**src/rtl/core/two_level_inclusive_lru_cache_core_macros.svh**
```systemverilog
// Assertion macros shared by the cache core modules.
// Used by tilru_dp and tilru_ctrl; expects clk and arst_n in scope.
`ifndef TWO_LEVEL_INCLUSIVE_LRU_CACHE_CORE_MACROS_SVH
`define TWO_LEVEL_INCLUSIVE_LRU_CACHE_CORE_MACROS_SVH

// same-cycle implication
`define TILRU_ASSERT_NOW(label, ante, cons, msg) \
	label: assert property (@(posedge clk) disable iff (!arst_n) (ante) |-> (cons)) \
		else $error(msg);

// next-cycle implication
`define TILRU_ASSERT_NEXT(label, ante, cons, msg) \
	label: assert property (@(posedge clk) disable iff (!arst_n) (ante) |=> (cons)) \
		else $error(msg);

`endif

```
**src/rtl/core/tilru_pkg.sv**
```systemverilog
// Shared types and constants of the two-level cache core.
// No dependencies; used by every module of the core but tilru_set_mem.
package tilru_pkg;

	localparam int CNT_W      = 32;
	localparam int CFG_IDX_W  = 3;
	localparam int CFG_DATA_W = 4;
	localparam int WB_W       = 3;

	typedef enum logic [CFG_IDX_W-1:0] {
		CFG_BLOCK_OFFSET = 3'd0,
		CFG_L1_SETS      = 3'd1,
		CFG_L1_WAYS      = 3'd2,
		CFG_L2_SETS      = 3'd3,
		CFG_L2_WAYS      = 3'd4,
		CFG_WRITE_ALLOC  = 3'd5
	} cfg_reg_t;

	typedef enum logic [1:0] {
		OUT_L1_HIT = 2'd0,
		OUT_L2_HIT = 2'd1,
		OUT_MISS   = 2'd2
	} outcome_t;

	typedef enum logic [1:0] {
		ROW_HIT  = 2'd0,
		ROW_FILL = 2'd1,
		ROW_DROP = 2'd2
	} row_op_t;

	typedef enum logic [3:0] {
		S_IDLE, S_RD, S_LK, S_DRRD, S_DRWR, S_F1RD, S_F1WR, S_VDRD, S_VDWR, S_OUT
	} state_t;

	typedef struct packed {
		logic [3:0] block_offset_bits;
		logic [2:0] l1_set_bits;
		logic [1:0] l1_way_bits;
		logic [3:0] l2_set_bits;
		logic [1:0] l2_way_bits;
		logic       write_allocate;
	} cfg_t;

	typedef struct packed {
		logic    capture;
		logic    l1_rd;
		logic    l1_wr;
		logic    l1_key_victim;
		row_op_t l1_op;
		logic    l1_dirty;
		logic    l2_rd;
		logic    l2_wr;
		logic    l2_key_victim;
		row_op_t l2_op;
		logic    l2_dirty;
		logic    count;
		logic    cap_l2_victim;
		logic    cap_l1_victim;
		logic    load_out;
	} dp_cmd_t;

	typedef struct packed {
		logic wr;
		logic walloc;
		logic l1_hit;
		logic l2_hit;
		logic l2_evict;
		logic l1_evict_dirty;
		logic out_busy;
	} dp_status_t;

endpackage

```
**src/rtl/core/tilru_ctrl.sv**
```systemverilog
// Sequencer of one access: lookup, L2 update, back-invalidate, L1 fill, write-back mark.
// Depends on tilru_pkg and the macro header.
`include "two_level_inclusive_lru_cache_core_macros.svh"

module tilru_ctrl (
	input  logic                  clk,
	input  logic                  arst_n,
	input  logic                  in_valid,
	output logic                  in_ready,
	input  tilru_pkg::dp_status_t status,
	output tilru_pkg::dp_cmd_t    cmd
);
	tilru_pkg::state_t state_q, state_nx;
	logic              do_alloc;

	assign do_alloc = ~status.wr | status.walloc;

	always_ff @(posedge clk or negedge arst_n) begin
		if (!arst_n) begin
			state_q <= tilru_pkg::S_IDLE;
		end else begin
			state_q <= state_nx;
		end
	end

	always_comb begin
		state_nx = state_q;
		case (state_q)
			tilru_pkg::S_IDLE: begin
				if (in_valid) begin
					state_nx = tilru_pkg::S_RD;
				end
			end
			tilru_pkg::S_RD: state_nx = tilru_pkg::S_LK;
			tilru_pkg::S_LK: begin
				if (status.l1_hit || !do_alloc) begin
					state_nx = tilru_pkg::S_OUT;
				end else if (!status.l2_hit && status.l2_evict) begin
					state_nx = tilru_pkg::S_DRRD;
				end else begin
					state_nx = tilru_pkg::S_F1RD;
				end
			end
			tilru_pkg::S_DRRD: state_nx = tilru_pkg::S_DRWR;
			tilru_pkg::S_DRWR: state_nx = tilru_pkg::S_F1RD;
			tilru_pkg::S_F1RD: state_nx = tilru_pkg::S_F1WR;
			tilru_pkg::S_F1WR: begin
				state_nx = status.l1_evict_dirty ? tilru_pkg::S_VDRD : tilru_pkg::S_OUT;
			end
			tilru_pkg::S_VDRD: state_nx = tilru_pkg::S_VDWR;
			tilru_pkg::S_VDWR: state_nx = tilru_pkg::S_OUT;
			tilru_pkg::S_OUT: begin
				if (!status.out_busy) begin
					state_nx = tilru_pkg::S_IDLE;
				end
			end
			default: state_nx = tilru_pkg::S_IDLE;
		endcase
	end

	always_comb begin
		cmd      = '0;
		cmd.l1_op = tilru_pkg::ROW_HIT;
		cmd.l2_op = tilru_pkg::ROW_HIT;
		in_ready = 1'b0;
		case (state_q)
			tilru_pkg::S_IDLE: begin
				in_ready    = 1'b1;
				cmd.capture = in_valid;
			end
			tilru_pkg::S_RD: begin
				cmd.l1_rd = 1'b1;
				cmd.l2_rd = 1'b1;
			end
			tilru_pkg::S_LK: begin
				cmd.count         = 1'b1;
				cmd.l1_dirty      = status.wr;
				cmd.cap_l2_victim = 1'b1;
				if (status.l1_hit) begin
					cmd.l1_wr = 1'b1;
				end else if (status.l2_hit) begin
					cmd.l2_wr    = 1'b1;
					cmd.l2_dirty = ~do_alloc;
				end else begin
					cmd.l2_wr = do_alloc;
					cmd.l2_op = tilru_pkg::ROW_FILL;
				end
			end
			tilru_pkg::S_DRRD: begin
				cmd.l1_rd         = 1'b1;
				cmd.l1_key_victim = 1'b1;
			end
			tilru_pkg::S_DRWR: begin
				cmd.l1_wr         = 1'b1;
				cmd.l1_key_victim = 1'b1;
				cmd.l1_op         = tilru_pkg::ROW_DROP;
			end
			tilru_pkg::S_F1RD: cmd.l1_rd = 1'b1;
			tilru_pkg::S_F1WR: begin
				cmd.l1_wr         = 1'b1;
				cmd.l1_op         = tilru_pkg::ROW_FILL;
				cmd.l1_dirty      = status.wr;
				cmd.cap_l1_victim = 1'b1;
			end
			tilru_pkg::S_VDRD: begin
				cmd.l2_rd         = 1'b1;
				cmd.l2_key_victim = 1'b1;
			end
			tilru_pkg::S_VDWR: begin
				cmd.l2_wr         = 1'b1;
				cmd.l2_key_victim = 1'b1;
				cmd.l2_dirty      = 1'b1;
			end
			tilru_pkg::S_OUT: cmd.load_out = ~status.out_busy;
			default: begin
			end
		endcase
	end

	`TILRU_ASSERT_NEXT(a_l1_hit_done, state_q == tilru_pkg::S_LK && status.l1_hit,
		state_q == tilru_pkg::S_OUT, "L1 hit did not go straight to result")
	`TILRU_ASSERT_NEXT(a_load_idle, cmd.load_out, state_q == tilru_pkg::S_IDLE,
		"result load did not return to idle")

endmodule
```
**config.mk**
```make
export PLATFORM = sky130hd
export DESIGN_NAME = tilru_ctrl
export DESIGN_NICKNAME = d
export VERILOG_FILES = /design/src/rtl/core/tilru_pkg.sv /design/src/rtl/core/tilru_ctrl.sv
export VERILOG_INCLUDE_DIRS = /design/src /design/src/rtl/core
export SDC_FILE = /design/constraint.sdc
export NUM_CORES = 1
export LEC_CHECK = 0
export ABC_AREA = 1
export ABC_CLOCK_PERIOD_IN_PS = 1150
export BUFFER_PORTS_ARGS = -buffer_cell sky130_fd_sc_hd__buf_4
export CAP_MARGIN = 20
export CELL_PAD_IN_SITES_DETAIL_PLACEMENT = 1
export CELL_PAD_IN_SITES_GLOBAL_PLACEMENT = 1
export CORE_MARGIN = 3
export CORE_UTILIZATION = 24
export DETAILED_ROUTE_END_ITERATION = 16
export HOLD_SLACK_MARGIN = 0.08
export PLACE_DENSITY = 0.7
export SLEW_MARGIN = 10
export SYNTH_ARGS = -nofsm -noshare
export SYNTH_HDL_FRONTEND = slang
export SYNTH_SLANG_ARGS = --single-unit
```
**constraint.sdc**
```tcl
create_clock -name clk -period 1.15 [get_ports clk]
set_input_delay 0.1725 -clock clk [delete_from_list [all_inputs] [get_ports clk]]
set_output_delay 0.1725 -clock clk [all_outputs]
set_load 0.01 [all_outputs]
```
==> metrics.csv <==
stage;metric;value;unit
drt;Detailed Route Iter0 Violations;9;
pwr;Switching Fraction;0.476;
pwr;Sw Pwr;1.11;mW
final_layout;max reg flops;4;
sta;Fin. Hold Viols;0;
yosys;Distinct cells, synth;19;
clock_network;CTS tree;done;
pwr;part of the power in registers;0.130;
drt;Post-DRT Antenna Nets;0;
worst_setup_path;Setup CP Type;reg -> out;
worst_setup_path;Worst setup SP type;flip-flop;
die;chip width;48.8;um
yosys;Cells after Synth;78;
sta;Max Freq;0.651;GHz
sta;RSZ-0062 raised after global routing;yes;
final_layout;commonest non-fill, non-tap cell in the layout;buf_4;
placement;dpl ws;-0.130;ns
yosys;Synth Area per Inst;5.63;um^2
grt;vias in the first global route;662;
run_status;result of the run;finished, violations left;
worst_setup_path;CP peak stage delay;0.44;ns
yosys;sequential share of the synthesized area;0.228;
grt;total track usage;0.166;
yosys;Syn Nets;88;
worst_setup_path;endpoint type of the worst setup path;output port;
final_layout;Finished Cell Area;956;um^2
worst_setup_path;WP buf/inv;2;
worst_setup_path;Critical Path RT;0.98;ns
drt;wl on met1;1060;um
grt;largest net degree at the start of global routing;7;
worst_setup_path;Crit path arrival time;1.36;ns
final_layout;share of layout cells above drive strength 1;0.643;
drt;wire length per cell;15.3;um
sta;max-slew violation count;0;
yosys;Yosys reg bits;4;
final_layout;final core utilization;0.593;
drt;Highest Signal Layer;met4;
clock_network;CTS Buf Count;3;
placement;Placement Cell Area;719;um^2
yosys;largest family of logic cells by synthesized area;simple AND/OR/NAND/NOR gates;
clock_network;worst skew pair latency;0.24;ns
drt;DRC errors left;0;
placement;placed cells;134;
grt;initial antenna violation count;0;
final_layout;nets;138;
pwr;clock share of power;0.076;
yosys;Mapped Area;439;um^2
clock_network;clk buf depth;2;
grt;first-pass GRT wire length;3060;um
pwr;Comb pwr share;0.793;
die;I/O pin count;28;
final_layout;most frequent cells in the layout;buf_4 (41), nand2_1 (12), inv_1 (9);
worst_setup_path;Critical-path top delay cell;dfrtp_2;
yosys;Simple-Gate Fraction of Synth Area;0.530;
worst_hold_path;Worst Hold Class;in -> reg;
job;max_cap viols;0;
placement;gpl congestion;0.834;
drt;vias after detailed routing;698;
clock_network;Sinks on Clock Net;4;
placement;IO Port Bufs;26;
clock_network;CTS root buffer;clkbuf_4;
die;Die H;48.8;um
die;die area;0.00238;mm^2
yosys;Post-Synth Adder-Cell Area;0;
sta;period utilization;1.33;
die;core area;0.00161;mm^2
final_layout;Finished Layout Cells;150;
pwr;internal power;1.22;mW
yosys;Yosys Warn Count;0;
worst_setup_path;kind of cell with the highest combined delay on the critical path;flip-flops;
worst_setup_path;worst-path cell chain;inv_4, nand2_4, nor2_4, nand2_4, nor2_2, buf_4;
drt;met2 wire len;1140;um
worst_setup_path;crit path max fanout;5;
worst_setup_path;most used cell, CP;nand2_4;
sta;Final WS setup;-0.385;ns
yosys;xor and xnor area share after synthesis;0;
pwr;PD cells;2440;mW/mm^2
final_layout;Layout area overhead;118;%
die;Initial Util;0.273;
final_layout;biggest regs;state_q x4;
yosys;mux contribution to synthesized area;0;
placement;DP Wirelength;1490;um
drt;met3 routed WL;61;um
final_layout;Largest Register;state_q;
final_layout;antenna fix cells;0;
yosys;Synth Area in Compound Gates;0.0712;
drt;drt total wl;2290;um
clock_network;Worst-path clk slew;0.04;ns
grt;Overflow after GRT;0;
drt;drt first pass iters;4;
drt;Vias/cell;4.65;
pwr;P_leak;0.522;nW
die;Rows;14;
clock_network;H-tree Lvls;1;
sta;worst-case clock skew;0.00664;ns
pwr;Peak VDD IR;0.00163;V
run_status;failing checks;setup timing;
sta;Final Setup Violations;21;
sta;Tmin final;1.53;ns
cell usage after synthesis:
cell type | number | area, um^2
nand2_1 | 18 | 67.6
nor2_1 | 15 | 56.3
inv_1 | 10 | 37.5
nand3_1 | 6 | 30.0
dfrtp_1 | 4 | 100
buf_4 | 3 | 22.5
inv_2 | 3 | 11.3
nand2_2 | 3 | 18.8
o21ai_1 | 3 | 15.0
nor2_2 | 2 | 12.5
nor3_1 | 2 | 10.0
o21ai_0 | 2 | 10.0
conb_1 | 1 | 3.75
nand3b_1 | 1 | 7.51
nand4_1 | 1 | 6.26
nor2_4 | 1 | 11.3
nor4_1 | 1 | 6.26
o22ai_1 | 1 | 6.26
or2_1 | 1 | 6.26
cells by family (layout without fill, tap and decap cells):
family / Yosys count / after routing
compound gates: 6 / 6
other cells: 1 / 1
simple gates: 51 / 51
flops: 4 / 4
buf+inv: 16 / 64
routing by layer:
layer	vias up	global-route usage
li1	336	-
met4	0	0.0284
met2	16	0.287
met3	4	0.0428
met5	-	0
met1	342	0.209
final timing paths:
path / startpoint / endpoint / slack [ns] / cells past startpoint
max in group asynchronous: arst_n / state_q[3]$_DFFE_PN0P_ / 0.76 / 2
min reg2reg: state_q[3]$_DFFE_PN0P_ / state_q[0]$_DFFE_PN0P_ / 0.68 / 3
min: status[0] / state_q[0]$_DFFE_PN0P_ / 0.26 / 3
max reg2reg: state_q[3]$_DFFE_PN0P_ / state_q[3]$_DFFE_PN0P_ / -0.19 / 8
min in group asynchronous: arst_n / state_q[0]$_DFFE_PN0P_ / 0.27 / 2
max: state_q[3]$_DFFE_PN0P_ / cmd[5] / -0.38 / 6
worst reg2reg max path, delay by kind of cell, from the launching register on:
family,cells,cell delay [ns]
and+or+nand+nor,4,0.35
buffers and inverters,4,0.41
DFF,1,0.41
cell type report:
cell class,count,area [um^2]
fillers,219,656
repair buffers,48,385
flip-flops and latches,4,103
clock buffers,3,22.5
inverters,13,51.3
well taps,24,30.0
multi-input cells,58,364
what timing repair did:
action	4_1_cts	5_1_grt
endpoints found under the setup margin	20	21
pin swaps	4	5
hold endpoints to repair	4	0
hold buffers	1	0
setup buffers	6	8
resized for setup	13	22
metrics by stage:
stage | setup TNS [ns] | total power, mW | hold slack, ns
after floorplan | -0.0690 | 0.937 | -0.123
after global routing | -7.45 | 2.51 | 0.281
after global placement | -0.582 | 1.56 | -0.0303
after detailed placement | -0.976 | 1.59 | -0.0287
after CTS | -4.84 | 2.00 | 0.270
final | -5.98 | 2.33 | 0.260
power groups by stage:
stage                     combinational [mW]  clock, mW  sequential (mW)
after floorplan                        0.660          0            0.278
after global routing                    2.00      0.188            0.318
after CTS                               1.54      0.176            0.288
final                                   1.85      0.178            0.304
after global placement                  1.27          0            0.284
after detailed placement                1.30          0            0.293
Note: power is estimated with default switching activity, not from simulation.
